--- src/rtl/rmsc_pkg.sv ---
// Shared types, constants and the sequencer program for the RSA symbol cipher.
`timescale 1ns / 1ps
`default_nettype none

package rmsc_pkg;

    localparam int unsigned WORD_W     = 32;
    localparam int unsigned EXP_W      = 31;
    localparam int unsigned CFG_W      = 32;
    localparam int unsigned CFG_IDX_W  = 2;
    localparam int unsigned RED_CNT_W  = 5;
    localparam int unsigned STEP_W     = 4;

    localparam logic [7:0] SYM_OFFSET = 8'd96;

    localparam logic [CFG_IDX_W-1:0] CFG_MODULUS  = 2'd0;
    localparam logic [CFG_IDX_W-1:0] CFG_PUB_EXP  = 2'd1;
    localparam logic [CFG_IDX_W-1:0] CFG_PRIV_EXP = 2'd2;

    localparam logic [RED_CNT_W-1:0] RED_LAST = 5'd31;
    localparam logic [4:0]           BIT_LAST = 5'd30;

    typedef struct packed {
        logic               op;
        logic signed [7:0]  char_in;
        logic signed [31:0] cipher_in;
    } t_in_item;

    typedef struct packed {
        logic signed [31:0] residue;
        logic [7:0]         out_char;
    } t_out_item;

    typedef struct packed {
        logic load;
        logic use_mul;
        logic step;
    } t_mr_ctl;

    typedef struct packed {
        logic last;
    } t_mr_sts;

    typedef logic [STEP_W-1:0] t_step;

    typedef enum logic [3:0] {
        U_IDLE,
        U_LOAD,
        U_RED_SQ,
        U_TEST,
        U_MUL_ACC,
        U_RED_ACC,
        U_MUL_SQ,
        U_SHIFT,
        U_EMIT
    } t_uop;

    typedef enum logic [2:0] {
        C_NEXT,
        C_WAIT_IN,
        C_RED,
        C_SKIP_MUL,
        C_LOOP,
        C_OUT
    } t_cond;

    typedef struct packed {
        t_uop  op;
        t_cond cond;
        t_step target;
    } t_uword;

    localparam t_step S_WAIT  = 4'd0;
    localparam t_step S_LOAD  = 4'd1;
    localparam t_step S_RED0  = 4'd2;
    localparam t_step S_TEST  = 4'd3;
    localparam t_step S_MULA  = 4'd4;
    localparam t_step S_REDA  = 4'd5;
    localparam t_step S_MULS  = 4'd6;
    localparam t_step S_REDS  = 4'd7;
    localparam t_step S_SHIFT = 4'd8;
    localparam t_step S_EMIT  = 4'd9;

    // square-and-multiply program, LSB first
    function automatic t_uword ucode(input t_step step);
        t_uword w;
        unique case (step)
            S_WAIT:  w = '{op: U_IDLE,    cond: C_WAIT_IN,  target: S_LOAD};
            S_LOAD:  w = '{op: U_LOAD,    cond: C_NEXT,     target: S_RED0};
            S_RED0:  w = '{op: U_RED_SQ,  cond: C_RED,      target: S_TEST};
            S_TEST:  w = '{op: U_TEST,    cond: C_SKIP_MUL, target: S_MULS};
            S_MULA:  w = '{op: U_MUL_ACC, cond: C_NEXT,     target: S_REDA};
            S_REDA:  w = '{op: U_RED_ACC, cond: C_RED,      target: S_MULS};
            S_MULS:  w = '{op: U_MUL_SQ,  cond: C_NEXT,     target: S_REDS};
            S_REDS:  w = '{op: U_RED_SQ,  cond: C_RED,      target: S_SHIFT};
            S_SHIFT: w = '{op: U_SHIFT,   cond: C_LOOP,     target: S_TEST};
            S_EMIT:  w = '{op: U_EMIT,    cond: C_OUT,      target: S_WAIT};
            default: w = '{op: U_IDLE,    cond: C_NEXT,     target: S_WAIT};
        endcase
        return w;
    endfunction

endpackage

`default_nettype wire

--- src/rtl/rmsc_mulred.sv ---
// Multiplier and bit-serial remainder unit: (a*b) mod n or a mod n, one bit per cycle.
`timescale 1ns / 1ps
`default_nettype none

module rmsc_mulred (
    input  wire logic                 i_clk,
    input  wire logic                 i_rst_n,
    input  wire rmsc_pkg::t_mr_ctl    i_ctl,
    input  wire logic [31:0]          i_a,
    input  wire logic [31:0]          i_b,
    input  wire logic [31:0]          i_mod,
    output rmsc_pkg::t_mr_sts         o_sts,
    output logic [31:0]               o_rem
);
    import rmsc_pkg::*;

    logic [WORD_W-1:0]    r_hi;
    logic [WORD_W-1:0]    r_lo;
    logic [RED_CNT_W-1:0] r_cnt;
    logic [2*WORD_W-1:0]  prod;
    logic [WORD_W:0]      trial;
    logic [WORD_W:0]      nx;
    logic [WORD_W:0]      diff;

    assign prod  = 64'(i_a) * 64'(i_b);
    assign trial = {r_hi, r_lo[WORD_W-1]};
    assign nx    = {1'b0, i_mod};
    assign diff  = trial - nx;
    assign o_rem = (trial >= nx) ? diff[WORD_W-1:0] : trial[WORD_W-1:0];
    assign o_sts.last = (r_cnt == RED_LAST);

    always_ff @(posedge i_clk) begin
        if (!i_rst_n) begin
            r_cnt <= '0;
        end else if (i_ctl.load) begin
            r_cnt <= '0;
        end else if (i_ctl.step) begin
            r_cnt <= r_cnt + 1'b1;
        end
    end

    always_ff @(posedge i_clk) begin
        if (i_ctl.load) begin
            if (i_ctl.use_mul) begin
                {r_hi, r_lo} <= prod;
            end else begin
                r_hi <= '0;
                r_lo <= i_a;
            end
        end else if (i_ctl.step) begin
            r_hi <= o_rem;
            r_lo <= {r_lo[WORD_W-2:0], 1'b0};
        end
    end

endmodule

`default_nettype wire

--- src/rtl/rsa_modexp_symbol_cipher.sv ---
// Top level: microcoded square-and-multiply modular exponentiation of one item.
// Each modular multiply is a multiplier load followed by bit-serial remainder steps; the
// multiply into the accumulator is skipped for exponent bits that are clear.
// One item in flight; the next is taken once the result is in the output register.
// Synchronous active-low reset: keys to 1, sequencer to wait, output empty.
`timescale 1ns / 1ps
`default_nettype none

module rsa_modexp_symbol_cipher #(
    parameter int unsigned MOD_BITS = 31
) (
    input  wire logic                              i_clk,
    input  wire logic                              i_rst_n,
    input  wire logic                              i_in_valid,
    output logic                                   o_in_stall,
    input  wire rmsc_pkg::t_in_item                i_in_item,
    output logic                                   o_out_valid,
    input  wire logic                              i_out_stall,
    output rmsc_pkg::t_out_item                    o_out_item,
    input  wire logic                              i_cfg_valid,
    output logic                                   o_cfg_ready,
    input  wire logic [rmsc_pkg::CFG_IDX_W-1:0]    i_cfg_index,
    input  wire logic [rmsc_pkg::CFG_W-1:0]        i_cfg_data
);
    import rmsc_pkg::*;

    logic [MOD_BITS-1:0] r_mod;
    logic [EXP_W-1:0]    r_pexp;
    logic [EXP_W-1:0]    r_sexp;
    t_step               r_step;
    t_step               n_step;
    logic [EXP_W-1:0]    r_exp;
    logic [WORD_W-1:0]   r_mag;
    logic                r_neg;
    logic                r_odd;
    logic                r_zero;
    logic [WORD_W-1:0]   r_acc;
    logic [WORD_W-1:0]   r_sq;
    logic [4:0]          r_bit;
    logic                r_out_valid;
    t_out_item           r_out;

    t_uword              uw;
    t_mr_ctl             mr_ctl;
    t_mr_sts             mr_sts;
    logic [WORD_W-1:0]   rem_next;
    logic [WORD_W-1:0]   mod32;
    logic [WORD_W-1:0]   n_eff;
    logic [WORD_W-1:0]   op_a;
    logic                in_accept;
    logic                red_last;
    logic                out_blocked;
    logic signed [8:0]   base9;
    logic [8:0]          mag9;
    logic                in_neg;
    logic [WORD_W-1:0]   in_mag;
    logic [EXP_W-1:0]    in_exp;
    logic [WORD_W-1:0]   res;

    assign uw          = ucode(r_step);
    assign o_in_stall  = (uw.op != U_IDLE);
    assign in_accept   = i_in_valid && !o_in_stall;
    assign o_cfg_ready = 1'b1;
    assign out_blocked = r_out_valid && i_out_stall;
    assign red_last    = mr_ctl.step && mr_sts.last;
    assign o_out_valid = r_out_valid;
    assign o_out_item  = r_out;

    assign mod32 = WORD_W'(r_mod);
    assign n_eff = (mod32 == '0) ? WORD_W'(1) : mod32;

    assign base9 = $signed({i_in_item.char_in[7], i_in_item.char_in}) - $signed({1'b0, SYM_OFFSET});
    assign mag9  = base9[8] ? 9'(-base9) : 9'(base9);

    always_comb begin
        if (!i_in_item.op) begin
            in_neg = base9[8];
            in_mag = WORD_W'(mag9);
            in_exp = r_pexp;
        end else begin
            in_neg = i_in_item.cipher_in[31];
            in_mag = in_neg ? WORD_W'(-i_in_item.cipher_in) : WORD_W'(i_in_item.cipher_in);
            in_exp = r_sexp;
        end
    end

    always_comb begin
        if (r_zero) begin
            res = WORD_W'(1);
        end else if (r_neg && r_odd && (r_acc != '0)) begin
            res = -r_acc;
        end else begin
            res = r_acc;
        end
    end

    always_comb begin
        mr_ctl.load    = (uw.op == U_LOAD) || (uw.op == U_MUL_ACC) || (uw.op == U_MUL_SQ);
        mr_ctl.use_mul = (uw.op == U_MUL_ACC) || (uw.op == U_MUL_SQ);
        mr_ctl.step    = (uw.op == U_RED_SQ) || (uw.op == U_RED_ACC);
        if (uw.op == U_LOAD) begin
            op_a = r_mag;
        end else if (uw.op == U_MUL_ACC) begin
            op_a = r_acc;
        end else begin
            op_a = r_sq;
        end
    end

    always_comb begin
        unique case (uw.cond)
            C_NEXT:     n_step = r_step + 1'b1;
            C_WAIT_IN:  n_step = in_accept ? uw.target : r_step;
            C_RED:      n_step = red_last ? uw.target : r_step;
            C_SKIP_MUL: n_step = r_exp[0] ? t_step'(r_step + 1'b1) : uw.target;
            C_LOOP:     n_step = (r_bit != BIT_LAST) ? uw.target : t_step'(r_step + 1'b1);
            C_OUT:      n_step = out_blocked ? r_step : uw.target;
            default:    n_step = S_WAIT;
        endcase
    end

    rmsc_mulred u_mulred (
        .i_clk   (i_clk),
        .i_rst_n (i_rst_n),
        .i_ctl   (mr_ctl),
        .i_a     (op_a),
        .i_b     (r_sq),
        .i_mod   (n_eff),
        .o_sts   (mr_sts),
        .o_rem   (rem_next)
    );

    always_ff @(posedge i_clk) begin
        if (!i_rst_n) begin
            r_step      <= S_WAIT;
            r_mod       <= MOD_BITS'(1);
            r_pexp      <= EXP_W'(1);
            r_sexp      <= EXP_W'(1);
            r_out_valid <= 1'b0;
            r_bit       <= '0;
        end else begin
            r_step <= n_step;
            if (i_cfg_valid && o_cfg_ready) begin
                unique case (i_cfg_index)
                    CFG_MODULUS:  r_mod  <= i_cfg_data[MOD_BITS-1:0];
                    CFG_PUB_EXP:  r_pexp <= i_cfg_data[EXP_W-1:0];
                    CFG_PRIV_EXP: r_sexp <= i_cfg_data[EXP_W-1:0];
                    default: ;
                endcase
            end
            if (uw.op == U_EMIT && !out_blocked) begin
                r_out_valid <= 1'b1;
            end else if (r_out_valid && !i_out_stall) begin
                r_out_valid <= 1'b0;
            end
            if (in_accept) begin
                r_bit <= '0;
            end else if (uw.op == U_SHIFT) begin
                r_bit <= r_bit + 1'b1;
            end
        end
    end

    always_ff @(posedge i_clk) begin
        if (in_accept) begin
            r_mag  <= in_mag;
            r_neg  <= in_neg;
            r_exp  <= in_exp;
            r_odd  <= in_exp[0];
            r_zero <= (in_exp == '0);
        end
        if (uw.op == U_LOAD) begin
            r_acc <= (n_eff == WORD_W'(1)) ? '0 : WORD_W'(1);
        end
        if (uw.op == U_RED_SQ && red_last) begin
            r_sq <= rem_next;
        end
        if (uw.op == U_RED_ACC && red_last) begin
            r_acc <= rem_next;
        end
        if (uw.op == U_SHIFT) begin
            r_exp <= {1'b0, r_exp[EXP_W-1:1]};
        end
        if (uw.op == U_EMIT && !out_blocked) begin
            r_out.residue  <= res;
            r_out.out_char <= res[7:0] + SYM_OFFSET;
        end
    end

    a_rem_below_mod: assert property (@(posedge i_clk) disable iff (!i_rst_n)
        red_last |-> (rem_next < n_eff))
        else $error("remainder not reduced below modulus");

    a_operands_reduced: assert property (@(posedge i_clk) disable iff (!i_rst_n)
        (r_step == S_TEST) |-> ((r_acc < n_eff) && (r_sq < n_eff)))
        else $error("exponent loop operand not reduced");

    a_emit_returns: assert property (@(posedge i_clk) disable iff (!i_rst_n)
        (r_step == S_EMIT && !out_blocked) |=> (r_step == S_WAIT && o_out_valid))
        else $error("result not delivered to output register");

    a_bit_range: assert property (@(posedge i_clk) disable iff (!i_rst_n)
        (r_step != S_WAIT && r_step != S_EMIT) |-> (r_bit <= BIT_LAST))
        else $error("exponent bit counter overran");

    a_busy_after_accept: assert property (@(posedge i_clk) disable iff (!i_rst_n)
        in_accept |=> (o_in_stall && r_step == S_LOAD))
        else $error("sequencer did not start after accept");

endmodule

`default_nettype wire
--- config.mk ---
export PLATFORM = sky130hd
export DESIGN_NAME = rsa_modexp_symbol_cipher
export DESIGN_NICKNAME = d
export VERILOG_FILES = /design/src/rtl/rmsc_pkg.sv /design/src/rtl/rmsc_mulred.sv /design/src/rtl/rsa_modexp_symbol_cipher.sv
export SDC_FILE = /design/constraint.sdc
export NUM_CORES = 2
export LEC_CHECK = 0
export BUFFER_PORTS_ARGS = -buffer_cell sky130_fd_sc_hd__buf_2
export CAP_MARGIN = 20
export CORE_MARGIN = 10
export CORE_UTILIZATION = 40
export DETAILED_ROUTE_END_ITERATION = 12
export GPL_TIMING_DRIVEN = 1
export PLACE_DENSITY = 0.55
export SLEW_MARGIN = 10
export SYNTH_ARGS = -nofsm -noshare
export SYNTH_HDL_FRONTEND = slang
export SYNTH_SLANG_ARGS = --single-unit
--- constraint.sdc ---
create_clock -name i_clk -period 10.7 [get_ports i_clk]
set_input_delay 1.07 -clock i_clk [delete_from_list [all_inputs] [get_ports i_clk]]
set_output_delay 1.07 -clock i_clk [all_outputs]
set_load 0.05 [all_outputs]
## Word level (Yosys, flattened, before mapping)

Memories as Yosys holds them, arrays and structs flattened. A register that Yosys moved wholly into a read port is not among the register bits.
Cells that the tools add are included.

| operators by class | value |
|---|---|
| magnitude comparators | 1 |
| multiply operators | 1 |
| add/sub/neg operators | 9 |
| reductions and logical operators | 33 |
| mux-type cells | 32 |
| bitwise gates (word level) | 1 |
| equal/unequal tests | 20 |

Operators with widths:

| operator | number |
|---|---|
| 2-to-1 mux 32 bit | 12 |
| 2-to-1 mux 31 bit | 3 |
| multiplier 32 x 32 -> 64 bit | 1 |
| negation 32 bit | 2 |
| 2-to-1 mux 30 bit | 2 |
| greater-or-equal comparator 33 x 31 -> 1 bit | 1 |
| logical NOT 32 bit | 1 |
| nonzero test 32 bit | 1 |
| subtractor 32 x 31 -> 32 bit | 1 |
| equality test 31 x 1 -> 1 bit, second input constant | 1 |
| logical NOT 31 bit | 1 |
| 2-to-1 mux 4 bit | 7 |
| case mux 4 bit (6 select lines) | 1 |
| 2-to-1 mux 9 bit | 2 |
| equality test 4 x 3 -> 1 bit, second input constant | 4 |
| adder 5 x 1 -> 5 bit, second input constant | 2 |
| logical AND 1 bit | 9 |
| negation 9 bit | 1 |
| subtractor 8 x 8 -> 9 bit, second input constant | 1 |
| adder 8 x 7 -> 8 bit, second input constant | 1 |
| 2-to-1 mux 8 bit | 1 |
| AND reduction 2 bit | 4 |
| nonzero test 2 bit | 4 |
| equality test 3 x 2 -> 1 bit, second input constant | 2 |
| other kinds (20) | 32 |

| word-level totals | value |
|---|---|
| logic and storage cells | 120 |
| memories kept | 1 |
| output and inout bits | 43 |
| input port bits | 80 |
| bits in read-only memories | 176 |
| register bits after elaboration | 342 |

Memory list:

| name | depth | bits a word | rd ports | clocked after memory_dff | wr ports | RTL line | RTL |
|---|---|---|---|---|---|---|---|
| (name not given) | 16 | 11 | 1 | 1 | 0 | rmsc_pkg.sv:87 | `unique case (step)` |

## Longest topological paths before layout

| depth | value |
|---|---|
| depth after elaboration | 7 |
| mapped depth | 38 |
| gate-level depth less buffers | 34 |

## Cells and area by module

From an unflattened synthesis, not the netlist that was laid out.

| unflattened totals | value |
|---|---|
| cell total of the unflattened synthesis | 5612 |
| area total of the unflattened synthesis | 51528.2 sq um |

By module, submodules not included:

| module | cells each | instances | area an instance (sq um) | sequential area each (sq um) |
|---|---|---|---|---|
| rmsc_mulred | 4253 | 1 | 38378.1 | 2021.9 |
| rsa_modexp_symbol_cipher | 1359 | 1 | 13150.1 | 7226.9 |

## Least setup slack after synthesis

OpenSTA, ideal clock, no wires.

| path | value |
|---|---|
| path kind | reg-to-reg |
| from | register, netlist name uw[9] |
| to | register u_mulred.r_hi[29] (data pin) |
| arrival | 9.095 ns |
| stages on the path, launching flop included | 32 |
| slack | 1.344 ns |
| buffers on the path | 3 |
| cells stage by stage | dfxtp_1 -> nor2b_1 -> nand2b_1 -> clkbuf_1 -> nor2_1 -> clkbuf_1 -> mux2i_1 -> o21ai_0 -> clkbuf_1 -> and2_1 -> fa_1 -> fa_1 -> inv_1 -> fa_1 -> fa_1 -> fa_1 -> inv_1 -> fa_1 -> fa_1 -> fa_1 -> ha_1 -> and2_1 -> and3_1 -> a21oi_1 -> o221ai_1 -> a221oi_1 -> a21oi_1 -> o31ai_1 -> o21a_1 -> o21ai_0 -> o311a_1 -> a221o_1 |

| on the way | value |
|---|---|
| longest elaborated chain between the ends | 6 |
| elaborated cells on any way between the ends | 11 |
| classes of those cells | 1 x mul; 3 x eq/ne; 4 x mux; 3 x reduce/logical |

RTL lines:

| item | RTL line | RTL |
|---|---|---|
| equality test 4 x 3 -> 1 bit | rsa_modexp_symbol_cipher.sv:98, rsa_modexp_symbol_cipher.sv:99, rsa_modexp_symbol_cipher.sv:103 |  |
| 2-to-1 mux 32 bit | rsa_modexp_symbol_cipher.sv:103 | `end else if (uw.op == U_MUL_ACC) begin` |
| 2-to-1 mux 32 bit | rsa_modexp_symbol_cipher.sv:101 | `if (uw.op == U_LOAD) begin` |
| multiplier 32 x 32 -> 64 bit | rmsc_mulred.sv:25 | `assign prod = 64'(i_a) * 64'(i_b);` |
| 2-to-1 mux 32 bit | rmsc_mulred.sv:44 | `if (i_ctl.use_mul) begin` |
| 2-to-1 mux 32 bit * | rmsc_mulred.sv:43 | `if (i_ctl.load) begin` |
| end signal, assigned | rmsc_mulred.sv:45 | `{r_hi, r_lo} <= prod;` |
| end signal, assigned | rmsc_mulred.sv:51 | `r_hi <= o_rem;` |
| end, declared | rmsc_mulred.sv:17 | `logic [WORD_W-1:0] r_hi;` |

Every way passes the cells marked *; elsewhere a longest branch is shown, timed or not.
A chain may end at the register's enable or synchronous reset.

## Final worst setup path

| path | value |
|---|---|
| from | register, netlist name uw[9] |
| to | register u_mulred.r_hi[16] (data pin) |

| on the way | value |
|---|---|
| longest elaborated chain between the ends | 6 |
| elaborated cells on any way between the ends | 11 |
| classes of those cells | 1 x mul; 3 x eq/ne; 4 x mux; 3 x reduce/logical |

RTL lines:

| item | RTL line |
|---|---|
| equality test 4 x 3 -> 1 bit | rsa_modexp_symbol_cipher.sv:98, rsa_modexp_symbol_cipher.sv:99, rsa_modexp_symbol_cipher.sv:103 |
| 2-to-1 mux 32 bit | rsa_modexp_symbol_cipher.sv:103 |
| 2-to-1 mux 32 bit | rsa_modexp_symbol_cipher.sv:101 |
| multiplier 32 x 32 -> 64 bit | rmsc_mulred.sv:25 |
| 2-to-1 mux 32 bit | rmsc_mulred.sv:44 |
| 2-to-1 mux 32 bit * | rmsc_mulred.sv:43 |

Marked as above.

==> metrics.md <==
| Metric | Value |
|---|---|
| Max Slew Vio Count | `0` |
| Slew HR | `0.2703` |
| Die area | `141600 sq um` |
| Netlist cell types | `72` |
| Port Buf Inserts | `120` |
| Reg2reg end | `u_mulred.r_hi[16]` |
| CP endpoint | `u_mulred.r_hi[16]` |
| Post-DP HPWL | `113.2 mm` |
| Synthesized cell area | `50780 sq um` |
| Final WL | `141.1 mm` |
| Status | `completed` |
| Fmax | `98.68 MHz` |
| Root Driver | `clkbuf_16` |
| Final Core Density | `0.4321` |
| Crit path launch | `uw[9]` |
| Antenna fix cells | `0` |
| CTS H-Tree Depth | `2` |
| I/O pin cnt | `123` |
| Reg2reg start | `uw[9]` |
| CP arrival | `10390 ps` |
| Total CTS buffers | `37` |
| Core region area | `approximately 130000 sq um` |
| Vias/cell | `about 5.2` |
| Post-synth top area share | `0.3536` |
| Vias in the first global route | `39.36k` |
| # hold bufs at CTS | `0` |
| Sink Count | `348` |
| Max Cap Violations | `0` |
| First drt pass iteration count | `6` |
| Largest net degree at the start of global routing | `91` |
| Final Wtd Congestion | `0.9056` |
| Yosys reg bits | `approximately 350` |
| Die W | `376.3 um` |
| Initial Util | `0.4034` |
| GRT Util Overall | `0.2017` |
| Synth area leader | `fa_1` |
| CP Launch Type | `flip-flop` |
| Reg2reg path depth | `30` |
| CTS clk-pin slew, worst paths | `60 ps` |
| Post-route ant nets | `0` |
| CP max-delay cell | `a211oi_1` |
| DR WL/cell | `19.70 um` |
| Die height | `376.3 um` |
| Layout cell share with drive strength beyond 1 | `0.06242` |
| Crit path max-delay family | `adder cells` |
| CP Capture Type | `flip-flop` |
| Mapped Cells | `approximately 5.5k` |
| Vias | `between 30k and 40k` |
| Hold crit path type | `flip-flop to flip-flop` |
| Area contributors post-synth | `fa_1 (35%), edfxtp_1 (13%), ha_1 (7.6%)` |
| # resized after CTS | `0` |
| WS Path Type | `flip-flop to flip-flop` |
| Max clock buf depth | `3` |
| Row cnt | `130` |
| Footprint of the multi-input gates | `36930 sq um` |
| Worst path depth | `30` |
| Post-layout min period | `10130 ps` |
| Synth warnings | `0` |
| Setup Skew | `10.95 ps` |
| TritonCTS clock tree | `yes` |
| Placed Cells | `7095` |
| Area Overhead vs Synth | `7.118%` |
| Setup Fix Bufs, Post-CTS | `0` |
| RSZ-0062 raised after global routing | `false` |
| Syn Area/Cell | `9.180 sq um` |
| Final #Nets | `6769` |
| Buf/Inv on CP | `4` |
| Register area share after synthesis | `0.1821` |
| Required @ worst endpoint | `approximately 11000 ps` |
| Filler cell count | `12.51k` |
| R2R setup slack | `between 500 and 600 ps` |
| # setup viols final | `0` |
| Fraction of registers with async set/reset | `0` |
| Most common cell on crit path | `fa_1` |
| Most used flip-flop cell after synthesis | `edfxtp_1` |
| Crit path largest cell delay | `670 ps` |
| Worst slew pin tran | `1095 ps` |
| Reg area | `9249 sq um` |
| Post-synth net total | `6817` |
| Initial antenna violation count | `6` |
| Final Cycle Share | `0.9471` |
| Number of flops mapped to enable cells by yosys | `between 200 and 250` |
| Later-pin clock latency in the skew report | `~550 ps` |
| Finished Layout Cells | `7161` |
| GRT overflow | `0` |
| Initial DRC Count | `2077` |
| Final hold vios | `0` |
| Commonest non-fill, non-tap cell in the layout | `inv_1` |
| DR DRC count | `0` |
| Most frequent cells in the layout | `inv_1 (976), fa_1 (897), nand2_1 (856)` |
| Worst Path Max Fanout | `22` |
| First-pass GRT wire length | `227.8 mm` |
| Setup TNS | `0 ps` |
==> cells in the mapped netlist, types with 5 or more instances <==
cell,count
nor4_1,24
or2_2,10
o31ai_1,22
nand3_1,28
edfxtp_1,228
o21bai_1,19
o22ai_1,31
fa_1,897
buf_1,6
nand2b_1,11
dfxtp_1,120
xnor2_1,77
or4_1,14
o211ai_1,31
and3_1,24
mux2i_1,77
a21boi_0,8
nand3b_1,5
nor2b_1,23
o21ai_0,155
o41ai_1,10
o21a_1,13
nor3_1,23
buf_4,6
and2_1,596
nand4_1,25
ha_1,308
nor2_1,159
clkbuf_1,291
a31oi_1,6
a21oi_1,235
inv_1,977
nand2_1,857
a221oi_1,5
or3_1,15
xor2_1,74
a21o_1,43
a211oi_1,14
==> how the worst min path moves through the flow <==
stage	end	cells past startpoint	startpoint
2_1_floorplan	r_mod[0]	2	r_mod[0]
3_3_place_gp	r_sexp[0]	2	r_sexp[0]
3_5_place_dp	r_pexp[0]	2	r_pexp[0]
4_1_cts	r_sexp[7]	2	r_sexp[7]
5_1_grt	r_sexp[7]	2	r_sexp[7]
6_report	r_mod[13]	2	r_mod[13]
==> tightest hold or removal path, stage by stage (launching register included) <==
cell and delay, ps:
dfxtp_1 320, nand2_1 50, a21oi_1 50
==> layer usage <==
layer	share of wire	global-route usage
met5	0	0
met4	0.021	0.04168
met3	0.052	0.02368
met2	0.48	0.3437
met1	0.45	0.2754
==> area by class of cell <==
class                           count  share of cell area
Clock buffer                       47             0.01826
Inverter                          977             0.06742
Clock inverter                     19            0.002599
Sequential cell                   348              0.1700
Multi-Input combinational cell   3903              0.6788
Timing Repair Buffer              217             0.02493
Tap cell                         1650             0.03795
==> logic make-up after synthesis <==
family	after synthesis	synth area share
buf+inv	1281	0.09515
flops	348	0.1821
xor+xnor	151	0.02604
simple gates	1833	0.1760
other cells	1	0.00007384
fa+ha+maj	1205	0.4295
mux	81	0.01606
compound gates	632	0.07505
==> state kept, by name, summed over array words and instances, names as in the netlist <==
name            flops
r_acc              32
u_mulred.r_cnt      5
r_sq               32
r_odd               1
uw                 11
u_mulred.r_hi      32
o_out_valid         1
u_mulred.r_lo      32
r_step              4
r_pexp             31
r_sexp             31
r_zero              1
o_out_item         35
r_mod              31
r_neg               1
r_mag              32
r_exp              31
r_bit               5
==> per-stage QoR <==
step	setup slack [ps]	hold WS (ps)	area, sq um
after global placement	608.7	447.0	53260
after detailed placement	625.2	457.4	53260
after floorplan	1344	431.0	50780
after global routing	9.196	488.5	54400
after CTS	528.2	466.4	54400
final	566.0	469.6	54400
Power is left out: the tool's default activity adds up to more than one toggle a clock period on the data nets, which glitch-free logic cannot reach.
